File: src/sv/aht_pkg.sv
// Shared types and constants of the averaging hysteresis thermostat.
package aht_pkg;

  // Operating mode as it appears on the result stream.
  typedef enum logic [1:0] {
    MODE_OFF = 2'd0,
    MODE_ON  = 2'd1,
    MODE_SET = 2'd2
  } mode_e;

  // Configuration register indexes.
  typedef enum logic [2:0] {
    CFG_MIN_SP  = 3'd0,
    CFG_MAX_SP  = 3'd1,
    CFG_INIT_SP = 3'd2,
    CFG_STEP    = 3'd3,
    CFG_HYST    = 3'd4,
    CFG_BLINK   = 3'd5,
    CFG_TIMEOUT = 3'd6
  } cfg_idx_e;

  // Controller states.
  typedef enum logic [2:0] {
    S_IDLE,
    S_UPDATE,
    S_BLINK_GO,
    S_BLINK_WAIT,
    S_EMIT
  } state_e;

  // Commands from the controller to the datapath.
  typedef struct packed {
    logic load;       // latch the accepted input item
    logic update;     // commit the pass's state update
    logic div_start;  // start the divider
    logic mean_cap;   // capture the ring mean
    logic phase_cap;  // capture the blink phase from the divider
    logic out_load;   // load the result register
  } cmd_t;

  // Status from the datapath to the controller.
  typedef struct packed {
    logic div_done;
    logic out_free;
  } stat_t;

  localparam int unsigned CFG_IDX_W = 3;
  localparam int unsigned CFG_DATA_W = 16;
  localparam int unsigned S_TDATA_W = 16;
  localparam int unsigned M_TDATA_W = 32;

  localparam int unsigned DIV_W = 16;
  localparam int unsigned DIV_CNT_W = 5;

  localparam logic [7:0]  MIN_SP_RST  = 8'd35;
  localparam logic [7:0]  MAX_SP_RST  = 8'd75;
  localparam logic [7:0]  INIT_SP_RST = 8'd60;
  localparam logic [7:0]  STEP_RST    = 8'd5;
  localparam logic [7:0]  HYST_RST    = 8'd5;
  localparam logic [15:0] BLINK_RST   = 16'd5;
  localparam logic [15:0] TIMEOUT_RST = 16'd50;

endpackage

File: src/sv/averaging_hysteresis_thermostat_unit.sv
// Top level of the averaging hysteresis thermostat.
//
//   channel   direction  handshake                     payload
//   s_axis    in         s_axis_tvalid/s_axis_tready   one pass: tick, sample, key levels
//   m_axis    out        m_axis_tvalid/m_axis_tready   one result per pass
//   cfg       in         cfg_we_i (always taken)       register index and write data
//
// A pass runs from transfer to result through the state update, the bit-serial divider that
// works out the blink phase (start, 16 steps, done) and the load of the output register.
// The ring mean comes from a constant reciprocal multiply.
// The next pass is taken in the cycle after the output register loads.
// A stalled result holds in that register; processing waits only to load it.
// Reset is asynchronous and active low; the sample ring needs no clearing pass.
module averaging_hysteresis_thermostat_unit #(
  parameter int unsigned RING_DEPTH = 8
) (
  input  logic                           clk_i,
  input  logic                           rst_ni,
  input  logic                           s_axis_tvalid,
  output logic                           s_axis_tready,
  // [0] tick, [8:1] sample, [9] up_level, [10] down_level, [11] power_level
  input  logic [aht_pkg::S_TDATA_W-1:0]  s_axis_tdata,
  output logic                           m_axis_tvalid,
  input  logic                           m_axis_tready,
  // [1:0] mode, [2] heater_on, [3] cooler_on, [4] led_on, [5] display_on,
  // [13:6] display_value, [21:14] mean_temp, [29:22] setpoint
  output logic [aht_pkg::M_TDATA_W-1:0]  m_axis_tdata,
  input  logic                           cfg_we_i,
  input  logic [aht_pkg::CFG_IDX_W-1:0]  cfg_idx_i,
  input  logic [aht_pkg::CFG_DATA_W-1:0] cfg_wdata_i
);

  aht_pkg::cmd_t  cmd;
  aht_pkg::stat_t stat;

  aht_ctrl u_ctrl (
    .clk_i      (clk_i),
    .rst_ni     (rst_ni),
    .in_valid_i (s_axis_tvalid),
    .in_ready_o (s_axis_tready),
    .stat_i     (stat),
    .cmd_o      (cmd)
  );

  aht_dpath #(
    .RING_DEPTH (RING_DEPTH)
  ) u_dpath (
    .clk_i       (clk_i),
    .rst_ni      (rst_ni),
    .cmd_i       (cmd),
    .stat_o      (stat),
    .in_data_i   (s_axis_tdata),
    .cfg_we_i    (cfg_we_i),
    .cfg_idx_i   (cfg_idx_i),
    .cfg_wdata_i (cfg_wdata_i),
    .out_valid_o (m_axis_tvalid),
    .out_ready_i (m_axis_tready),
    .out_data_o  (m_axis_tdata)
  );

endmodule

File: src/sv/aht_ram.sv
// Generic single-port-write, single-port-read RAM with registered read data.
module aht_ram #(
  parameter int unsigned WIDTH = 8,
  parameter int unsigned DEPTH = 8
) (
  input  logic                                         clk_i,
  input  logic                                         we_i,
  input  logic [((DEPTH > 1) ? $clog2(DEPTH) : 1)-1:0] waddr_i,
  input  logic [WIDTH-1:0]                             wdata_i,
  input  logic [((DEPTH > 1) ? $clog2(DEPTH) : 1)-1:0] raddr_i,
  output logic [WIDTH-1:0]                             rdata_o
);

  logic [WIDTH-1:0] mem_q [DEPTH];
  logic [WIDTH-1:0] rdata_q;

  always_ff @(posedge clk_i) begin
    if (we_i) begin
      mem_q[waddr_i] <= wdata_i;
    end
    rdata_q <= mem_q[raddr_i];
  end

  assign rdata_o = rdata_q;

endmodule

File: src/sv/aht_div.sv
// Restoring bit-serial divider, one quotient bit per cycle.
module aht_div (
  input  logic                       clk_i,
  input  logic                       rst_ni,
  input  logic                       start_i,
  input  logic [aht_pkg::DIV_W-1:0]  dividend_i,
  input  logic [aht_pkg::DIV_W-1:0]  divisor_i,
  output logic                       done_o,
  output logic [aht_pkg::DIV_W-1:0]  quot_o
);

  localparam int unsigned W = aht_pkg::DIV_W;

  logic [W-1:0]                   rem_q, rem_d;
  logic [W-1:0]                   quo_q, quo_d;
  logic [W-1:0]                   dvs_q;
  logic [aht_pkg::DIV_CNT_W-1:0]  cnt_q, cnt_d;
  logic                           busy_q, busy_d;
  logic                           done_q, done_d;
  logic [W:0]                     trial;
  logic [W:0]                     diff;
  logic                           ge;

  assign trial = {rem_q, quo_q[W-1]};
  assign diff  = trial - {1'b0, dvs_q};
  assign ge    = trial >= {1'b0, dvs_q};

  always_comb begin
    rem_d  = rem_q;
    quo_d  = quo_q;
    cnt_d  = cnt_q;
    busy_d = busy_q;
    done_d = 1'b0;
    if (start_i) begin
      rem_d  = '0;
      quo_d  = dividend_i;
      cnt_d  = aht_pkg::DIV_CNT_W'(W);
      busy_d = 1'b1;
    end else if (busy_q) begin
      rem_d = ge ? diff[W-1:0] : trial[W-1:0];
      quo_d = {quo_q[W-2:0], ge};
      cnt_d = cnt_q - 1'b1;
      if (cnt_q == aht_pkg::DIV_CNT_W'(1)) begin
        busy_d = 1'b0;
        done_d = 1'b1;
      end
    end
  end

  always_ff @(posedge clk_i or negedge rst_ni) begin
    if (!rst_ni) begin
      cnt_q  <= '0;
      busy_q <= 1'b0;
      done_q <= 1'b0;
    end else begin
      cnt_q  <= cnt_d;
      busy_q <= busy_d;
      done_q <= done_d;
    end
  end

  always_ff @(posedge clk_i) begin
    rem_q <= rem_d;
    quo_q <= quo_d;
    if (start_i) begin
      dvs_q <= divisor_i;
    end
  end

  assign done_o = done_q;
  assign quot_o = quo_q;

endmodule

File: src/sv/aht_ctrl.sv
// Pass sequencer of the thermostat: accept, update, blink division, emit.
module aht_ctrl (
  input  logic           clk_i,
  input  logic           rst_ni,
  input  logic           in_valid_i,
  output logic           in_ready_o,
  input  aht_pkg::stat_t stat_i,
  output aht_pkg::cmd_t  cmd_o
);

  aht_pkg::state_e state_q, state_d;

  always_comb begin
    state_d = state_q;
    case (state_q)
      aht_pkg::S_IDLE: begin
        if (in_valid_i) begin
          state_d = aht_pkg::S_UPDATE;
        end
      end
      aht_pkg::S_UPDATE:   state_d = aht_pkg::S_BLINK_GO;
      aht_pkg::S_BLINK_GO: state_d = aht_pkg::S_BLINK_WAIT;
      aht_pkg::S_BLINK_WAIT: begin
        if (stat_i.div_done) begin
          state_d = aht_pkg::S_EMIT;
        end
      end
      aht_pkg::S_EMIT: begin
        if (stat_i.out_free) begin
          state_d = aht_pkg::S_IDLE;
        end
      end
      default: state_d = aht_pkg::S_IDLE;
    endcase
  end

  always_comb begin
    cmd_o      = '0;
    in_ready_o = 1'b0;
    case (state_q)
      aht_pkg::S_IDLE: begin
        in_ready_o = 1'b1;
        cmd_o.load = in_valid_i;
      end
      aht_pkg::S_UPDATE:    cmd_o.update = 1'b1;
      aht_pkg::S_BLINK_GO: begin
        cmd_o.div_start = 1'b1;
        cmd_o.mean_cap  = 1'b1;
      end
      aht_pkg::S_BLINK_WAIT: cmd_o.phase_cap = stat_i.div_done;
      aht_pkg::S_EMIT:       cmd_o.out_load = stat_i.out_free;
      default: ;
    endcase
  end

  always_ff @(posedge clk_i or negedge rst_ni) begin
    if (!rst_ni) begin
      state_q <= aht_pkg::S_IDLE;
    end else begin
      state_q <= state_d;
    end
  end

endmodule

File: src/sv/aht_dpath.sv
// Datapath of the thermostat: registers, sample ring, divider and result register.
module aht_dpath #(
  parameter int unsigned RING_DEPTH = 8
) (
  input  logic                              clk_i,
  input  logic                              rst_ni,
  input  aht_pkg::cmd_t                     cmd_i,
  output aht_pkg::stat_t                    stat_o,
  input  logic [aht_pkg::S_TDATA_W-1:0]     in_data_i,
  input  logic                              cfg_we_i,
  input  logic [aht_pkg::CFG_IDX_W-1:0]     cfg_idx_i,
  input  logic [aht_pkg::CFG_DATA_W-1:0]    cfg_wdata_i,
  output logic                              out_valid_o,
  input  logic                              out_ready_i,
  output logic [aht_pkg::M_TDATA_W-1:0]     out_data_o
);

  localparam int unsigned IDX_W = (RING_DEPTH > 1) ? $clog2(RING_DEPTH) : 1;
  localparam int unsigned SUM_W = 8 + IDX_W;
  localparam logic [IDX_W-1:0] IDX_LAST = IDX_W'(RING_DEPTH - 1);

  // The mean is the sum times a rounded-up reciprocal of the ring depth. With a shift of
  // SUM_W + IDX_W the quotient is exact for every sum that fits in SUM_W bits.
  localparam int unsigned RCP_SH = SUM_W + IDX_W;
  localparam int unsigned PROD_W = SUM_W + SUM_W + 2;
  localparam logic [SUM_W+1:0] RCP_M =
    (SUM_W+2)'(((1 << RCP_SH) + RING_DEPTH - 1) / RING_DEPTH);

  // Configuration registers.
  logic [7:0]  min_sp_q, max_sp_q, step_q, hyst_q;
  logic [15:0] blink_q, tmo_q;

  // Latched input item.
  logic        in_tick_q, in_up_q, in_down_q, in_power_q;
  logic [7:0]  in_sample_q;

  // Thermostat state.
  aht_pkg::mode_e          mode_q, mode_d;
  logic [IDX_W-1:0]        idx_q, idx_d;
  logic [SUM_W-1:0]        sum_q, sum_d;
  logic [15:0]             tc_q, tc_d;
  logic [7:0]              sp_q, sp_d;
  logic                    ul_q, ul_d, dl_q, dl_d, ph_q;
  logic [RING_DEPTH-1:0]   valid_q;
  logic [7:0]              mean_q;
  logic                    phase_q;

  // Result register.
  logic                          out_valid_q;
  logic [aht_pkg::M_TDATA_W-1:0] out_data_q, out_data_d;

  logic [7:0]              ram_rdata, old_sample;
  aht_pkg::mode_e          m_cur;
  logic                    tk, clr, released;
  logic [15:0]             tc_tick;
  logic [8:0]              up_sum, dn_lim;
  logic                    up_ok, dn_ok;
  logic [7:0]              sp_a;
  logic                    ram_we;
  logic [PROD_W-1:0]       mean_prod;
  logic [7:0]              mean_rcp;

  logic [aht_pkg::DIV_W-1:0] div_dividend, div_divisor, div_quot;
  logic                      div_done;

  logic                    heat, cool, led, disp;
  logic [7:0]              dval;

  aht_ram #(
    .WIDTH (8),
    .DEPTH (RING_DEPTH)
  ) u_ring (
    .clk_i   (clk_i),
    .we_i    (ram_we),
    .waddr_i (idx_q),
    .wdata_i (in_sample_q),
    .raddr_i (idx_q),
    .rdata_o (ram_rdata)
  );

  // An entry not written since the ring was last cleared reads as zero.
  assign old_sample = valid_q[idx_q] ? ram_rdata : 8'd0;

  always_comb begin
    case (mode_q)
      aht_pkg::MODE_ON:  m_cur = aht_pkg::MODE_ON;
      aht_pkg::MODE_SET: m_cur = aht_pkg::MODE_SET;
      default:           m_cur = aht_pkg::MODE_OFF;
    endcase
  end

  assign tk      = in_tick_q && (m_cur != aht_pkg::MODE_OFF);
  assign tc_tick = tk ? (tc_q + 16'd1) : tc_q;
  assign ram_we  = cmd_i.update && tk;

  assign up_sum = {1'b0, sp_q} + {1'b0, step_q};
  assign up_ok  = in_up_q && !ul_q && (up_sum <= {1'b0, max_sp_q});
  assign sp_a   = up_ok ? up_sum[7:0] : sp_q;
  assign dn_lim = {1'b0, min_sp_q} + {1'b0, step_q};
  assign dn_ok  = in_down_q && !dl_q && ({1'b0, sp_a} >= dn_lim);

  assign released = ph_q && !in_power_q;

  always_comb begin
    mode_d = m_cur;
    tc_d   = tc_tick;
    sp_d   = sp_q;
    ul_d   = ul_q;
    dl_d   = dl_q;
    clr    = 1'b0;
    case (m_cur)
      aht_pkg::MODE_ON: begin
        // A fresh press only enters setting mode; the step comes on a later pass.
        if ((in_up_q && !ul_q) || (in_down_q && !dl_q)) begin
          tc_d   = '0;
          mode_d = aht_pkg::MODE_SET;
        end
      end
      aht_pkg::MODE_SET: begin
        if (up_ok) begin
          sp_d = sp_a;
          tc_d = '0;
          ul_d = 1'b1;
        end
        if (dn_ok) begin
          sp_d = sp_a - step_q;
          tc_d = '0;
          dl_d = 1'b1;
        end
        if (tc_d >= tmo_q) begin
          mode_d = aht_pkg::MODE_ON;
        end
      end
      default: ;
    endcase
    if (!in_up_q) begin
      ul_d = 1'b0;
    end
    if (!in_down_q) begin
      dl_d = 1'b0;
    end
    if (released) begin
      if (mode_d == aht_pkg::MODE_OFF) begin
        clr    = 1'b1;
        tc_d   = '0;
        mode_d = aht_pkg::MODE_ON;
      end else begin
        mode_d = aht_pkg::MODE_OFF;
      end
    end
  end

  always_comb begin
    if (clr) begin
      sum_d = '0;
      idx_d = '0;
    end else if (tk) begin
      sum_d = sum_q - SUM_W'(old_sample) + SUM_W'(in_sample_q);
      idx_d = (idx_q == IDX_LAST) ? '0 : idx_q + 1'b1;
    end else begin
      sum_d = sum_q;
      idx_d = idx_q;
    end
  end

  // Configuration writes.
  always_ff @(posedge clk_i or negedge rst_ni) begin
    if (!rst_ni) begin
      min_sp_q <= aht_pkg::MIN_SP_RST;
      max_sp_q <= aht_pkg::MAX_SP_RST;
      step_q   <= aht_pkg::STEP_RST;
      hyst_q   <= aht_pkg::HYST_RST;
      blink_q  <= aht_pkg::BLINK_RST;
      tmo_q    <= aht_pkg::TIMEOUT_RST;
    end else if (cfg_we_i) begin
      case (cfg_idx_i)
        aht_pkg::CFG_MIN_SP:  min_sp_q <= cfg_wdata_i[7:0];
        aht_pkg::CFG_MAX_SP:  max_sp_q <= cfg_wdata_i[7:0];
        aht_pkg::CFG_STEP:    step_q   <= cfg_wdata_i[7:0];
        aht_pkg::CFG_HYST:    hyst_q   <= cfg_wdata_i[7:0];
        aht_pkg::CFG_BLINK:   blink_q  <= cfg_wdata_i;
        aht_pkg::CFG_TIMEOUT: tmo_q    <= cfg_wdata_i;
        default: ;
      endcase
    end
  end

  // The setpoint follows both the pass update and a write of the initial setpoint.
  always_ff @(posedge clk_i or negedge rst_ni) begin
    if (!rst_ni) begin
      sp_q <= aht_pkg::INIT_SP_RST;
    end else if (cfg_we_i && (cfg_idx_i == aht_pkg::CFG_INIT_SP)) begin
      sp_q <= cfg_wdata_i[7:0];
    end else if (cmd_i.update) begin
      sp_q <= sp_d;
    end
  end

  always_ff @(posedge clk_i or negedge rst_ni) begin
    if (!rst_ni) begin
      mode_q  <= aht_pkg::MODE_OFF;
      idx_q   <= '0;
      sum_q   <= '0;
      tc_q    <= '0;
      ul_q    <= 1'b0;
      dl_q    <= 1'b0;
      ph_q    <= 1'b0;
      valid_q <= '0;
    end else if (cmd_i.update) begin
      mode_q <= mode_d;
      idx_q  <= idx_d;
      sum_q  <= sum_d;
      tc_q   <= tc_d;
      ul_q   <= ul_d;
      dl_q   <= dl_d;
      ph_q   <= in_power_q;
      if (clr) begin
        valid_q <= '0;
      end else if (tk) begin
        valid_q[idx_q] <= 1'b1;
      end
    end
  end

  assign mean_prod = PROD_W'(sum_q) * PROD_W'(RCP_M);
  assign mean_rcp  = mean_prod[RCP_SH +: 8];

  always_ff @(posedge clk_i) begin
    if (cmd_i.load) begin
      in_tick_q   <= in_data_i[0];
      in_sample_q <= in_data_i[8:1];
      in_up_q     <= in_data_i[9];
      in_down_q   <= in_data_i[10];
      in_power_q  <= in_data_i[11];
    end
    if (cmd_i.mean_cap) begin
      mean_q <= mean_rcp;
    end
    if (cmd_i.phase_cap) begin
      phase_q <= div_quot[0];
    end
  end

  // The divider works out the blink phase: tick count over the blink period.
  assign div_dividend = tc_q;
  assign div_divisor  = (blink_q == '0) ? 16'd1 : blink_q;

  aht_div u_div (
    .clk_i      (clk_i),
    .rst_ni     (rst_ni),
    .start_i    (cmd_i.div_start),
    .dividend_i (div_dividend),
    .divisor_i  (div_divisor),
    .done_o     (div_done),
    .quot_o     (div_quot)
  );

  // Band tests written without subtraction: mean + h < sp heats, mean > sp + h cools.
  always_comb begin
    heat = 1'b0;
    cool = 1'b0;
    led  = 1'b0;
    disp = 1'b0;
    dval = 8'd0;
    if (mode_q != aht_pkg::MODE_OFF) begin
      if (({1'b0, mean_q} + {1'b0, hyst_q}) < {1'b0, sp_q}) begin
        heat = 1'b1;
        led  = phase_q;
      end else if ({1'b0, mean_q} > ({1'b0, sp_q} + {1'b0, hyst_q})) begin
        cool = 1'b1;
        led  = 1'b1;
      end
      if (mode_q == aht_pkg::MODE_ON) begin
        disp = 1'b1;
        dval = mean_q;
      end else begin
        disp = phase_q;
        dval = sp_q;
      end
    end
    out_data_d = {2'b00, sp_q, mean_q, dval, disp, led, cool, heat, mode_q};
  end

  always_ff @(posedge clk_i or negedge rst_ni) begin
    if (!rst_ni) begin
      out_valid_q <= 1'b0;
    end else if (cmd_i.out_load) begin
      out_valid_q <= 1'b1;
    end else if (out_ready_i) begin
      out_valid_q <= 1'b0;
    end
  end

  always_ff @(posedge clk_i) begin
    if (cmd_i.out_load) begin
      out_data_q <= out_data_d;
    end
  end

  assign stat_o.div_done = div_done;
  assign stat_o.out_free = !out_valid_q || out_ready_i;
  assign out_valid_o     = out_valid_q;
  assign out_data_o      = out_data_q;

endmodule

File: config.mk
export PLATFORM = sky130hd
export DESIGN_NAME = averaging_hysteresis_thermostat_unit
export DESIGN_NICKNAME = d
export VERILOG_FILES = /design/src/sv/aht_pkg.sv /design/src/sv/averaging_hysteresis_thermostat_unit.sv /design/src/sv/aht_ram.sv /design/src/sv/aht_div.sv /design/src/sv/aht_ctrl.sv /design/src/sv/aht_dpath.sv
export SDC_FILE = /design/constraint.sdc
export NUM_CORES = 1
export LEC_CHECK = 0
export BUFFER_PORTS_ARGS = -buffer_cell sky130_fd_sc_hd__buf_4
export CORE_MARGIN = 2
export CORE_UTILIZATION = 40
export CTS_BUF_LIST = sky130_fd_sc_hd__clkbuf_8 sky130_fd_sc_hd__clkbuf_16
export DETAILED_ROUTE_END_ITERATION = 6
export HOLD_SLACK_MARGIN = 0.12
export PLACE_DENSITY_LB_ADDON = 0.15
export SETUP_SLACK_MARGIN = 0.15
export SLEW_MARGIN = 20
export SYNTH_ARGS = -nofsm -noshare
export SYNTH_HDL_FRONTEND = slang
export SYNTH_HIERARCHICAL = 1
export SYNTH_SLANG_ARGS = --single-unit
export TNS_END_PERCENT = 30
File: constraint.sdc
create_clock -name clk_i -period 9.3 [get_ports clk_i]
set_input_delay 1.395 -clock clk_i [delete_from_list [all_inputs] [get_ports clk_i]]
set_output_delay 1.395 -clock clk_i [all_outputs]
set_load 0.05 [all_outputs]
==> out/qor.yml <==
status: "complete, no violations"
antenna_cells: 0
finalHoldViolCount: 0
grt-ovfl-total: 0
grt_max_degree: 76
final_util: 0.459
cts_buffer_depth: 3
synthMuxAreaShare: 0.0956
initial_core_util: 0.404
critPathRequiredTime_ps: 9780
rsz0062_at_grt: "false"
dpl_cell_area_um2: 17500
post_cts_buffers: 0
ys_seq_elements: 297
clkSlewWorstSetupHoldPaths_ps: 60
vias: 11100
postLayoutCellArea_um2: 18700
cap_violations: 0
gp_congestion: 0.819
dp_slack_ps: 1320
worstMarginPinSlew_ps: 1040
synth-xor-area-share: 0.0334
synth_fa_ha_area_frac: 0.109
slowest_delay_ps: 570
syn_area_per_cell_um2: 11.4
io_buffers: 67
placeableCoreArea_um2: 40800
crit_path_start_kind: "flip-flop"
synth.largest_area_cell: "edfxtp_1"
min_period_over_period: 0.860
final_common_cell: "edfxtp_1"
crit_slowest_cell: "or3_1"
finClkSkew_ps: 24.7
io_pins: 74
dr.pass1.iters: 5
grt_pass1_wl_mm: 61.2
num_rows: 74
avgViaCountPerCell: 5.36
post_drt_wl_per_cell_um: 18.3
cts_tree: "built"
track_usage: 0.179
cts_resized: 0
layout_setup_ws_ps: 1300
finalNetCount: 1684
dp_hpwl_mm: 26.7
cts_buffers: 35
seq_area_frac_synth: 0.489
worstSetupEndpointType: "flip-flop"
p_leak_nw: 7.83
first_global_vias: 11200
yosys.cell_types.count: 87
hold_path.class: "flip-flop to flip-flop"
drv_slew: 0
synthSimpleGateAreaFrac: 0.101
ir_drop_mv: 0.144
die-area_um2: 42900
synth_edf_count: 147
fin_tns_setup_ps: 0
critPathMaxFanout: 17
numClockSinks: 297
max_freq_ghz: 0.125
synth_compound_area_frac: 0.127
final_cell_mix: "edfxtp_1 (147), inv_1 (128), ha_1 (120), dfrtp_1 (106), nand2_1 (98)"
synth.top_cell.area_share: 0.267
synthCells: 1455
synth-main-ff-cell: "edfxtp_1"
setup_violations: 0
fp.dieH_um: 207
synthArstFlopShare: 0.424
root_buffer: "clkbuf_16"
synth.area.top_cells: "edfxtp_1 (27%), dfrtp_1 (16%), ha_1 (9.1%)"
power.density_nw_per_um2: 314
criticalPathCategory: "flip-flop to flip-flop"
maxSlewHeadroom: 0.302
period_needed_ps: 8000
yosysWarningCount: 6
crit_top_cell: "a21o_1"
area_growth_pct: 13.4
synth_top_family_by_area: "compound AO/OA/AOI/OAI gates"
final.fill_count: 3786
insertion_delay_ps: 550
synthesis.area_um2: 16500
cts_max_level: 2
ant_nets: 0
antenna_found_initial: 0
drtIter0Drc: 608
cts_hold_buf: 0
arrival_ps: 8480
wirelength_mm: 38.0
drcViolationCount: 0
fp.dieW_um: 207
layout-drive-gt1-share: 0.172
[Yosys cell counts (all sizes together) (8+ instances only)]
cell      n
a21o     30
o21ai    76
nor2b    23
ha      120
nand3    27
inv     120
mux4     18
nand2    98
o21a     16
xnor2    46
fa       14
o21bai   15
edfxtp  147
and3     16
clkbuf   49
xor2     17
dfrtp   106
nand2b   19
o211ai   11
a21oi    63
o31ai    14
a211o     9
dfxtp    24
mux2     85
mux2i    16
or3       8
nor2     97
a211oi   12
a311oi   11
nor3     17
nor3b     8
a31oi    14
dfstp    20
buf      13
[metrics by stage]
| step | total power [mW] | hold WS (ps) | cells |
|---|---|---|---|
| 2_1_floorplan | 3.89 | 422 | 1456 |
| 3_3_place_gp | 4.43 | 456 | 2005 |
| 3_5_place_dp | 4.48 | 456 | 2005 |
| 4_1_cts | 5.94 | 471 | 2069 |
| 5_1_grt | 6.34 | 492 | 2069 |
| 6_report | 5.88 | 467 | 2069 |
[worst max-delay path, delay by kind of cell, from the launching register on]
family / cells / cell delay, ps
DFF: 1 / 560
xor gates and xnor gates: 1 / 220
adders and majority gates: 6 / 1850
AOI/OAI and AO/OA: 16 / 3960
buffers and inverters: 2 / 260
and+or+nand+nor: 5 / 1100
[power breakdown]
part	leakage, nW	total, mW	switching (mW)	internal (mW)
Clock	0.621	1.42	0.560	0.856
Combinational	4.11	2.59	1.46	1.13
Sequential	3.10	1.87	0.187	1.68
Total	7.83	5.88	2.21	3.67
[layout make-up]
cell class	count	area, um2	share of cell area
well taps	532	666	0.0355
inverters	120	450	0.0241
flip-flops and latches	297	8070	0.431
repair buffers	79	597	0.0319
multi-input cells	977	7740	0.413
clock inverters	26	283	0.0151
clock buffers	38	917	0.0490
[final timing paths]
check                                        start                      to  slack, ps  depth (start not counted)
max in group asynchronous                   rst_ni     u_dpath/max_sp_q[4]       7120                          2
worst min-delay path            u_dpath/blink_q[6]  u_dpath/u_div/dvs_q[6]        470                          0
worst max-delay path             u_dpath/step_q[0]       u_dpath/mode_q[1]       1300                         30
min in group asynchronous                   rst_ni     u_dpath/blink_q[10]        800                          1
worst min register to register  u_dpath/blink_q[6]  u_dpath/u_div/dvs_q[6]        470                          0
worst max register to register   u_dpath/step_q[0]       u_dpath/mode_q[1]       1300                         30
[cells by family after synthesis]
| group | after synthesis |
|---|---|
| flops | 297 |
| simple gates | 347 |
| other cells | 1 |
| compound gates | 310 |
| fa+ha+maj | 136 |
| buf+inv | 182 |
| xor+xnor | 63 |
| mux | 119 |
[per-layer routing]
metal	GRT usage	up-vias	part of all wire
li1	-	5394	-
met4	0.0525	0	0.024
met2	0.289	178	0.46
met5	0	-	0
met1	0.244	5455	0.48
met3	0.0350	57	0.039
[state kept, by name (all words and copies together), names as in the netlist, 11 cells and up]
| name | cells |
|---|---|
| u_dpath/sum_q | 11 |
| u_dpath/div_dividend | 16 |
| u_dpath/blink_q | 16 |
| u_dpath/tmo_q | 16 |
| u_dpath/u_div/dvs_q | 16 |
| u_dpath/u_div/rem_q | 16 |
| u_dpath/u_div/quot_o | 16 |
| u_dpath/out_data_o | 30 |
| u_dpath/u_ring/mem_q | 64 |
Note: power is estimated with default switching activity, not from simulation.
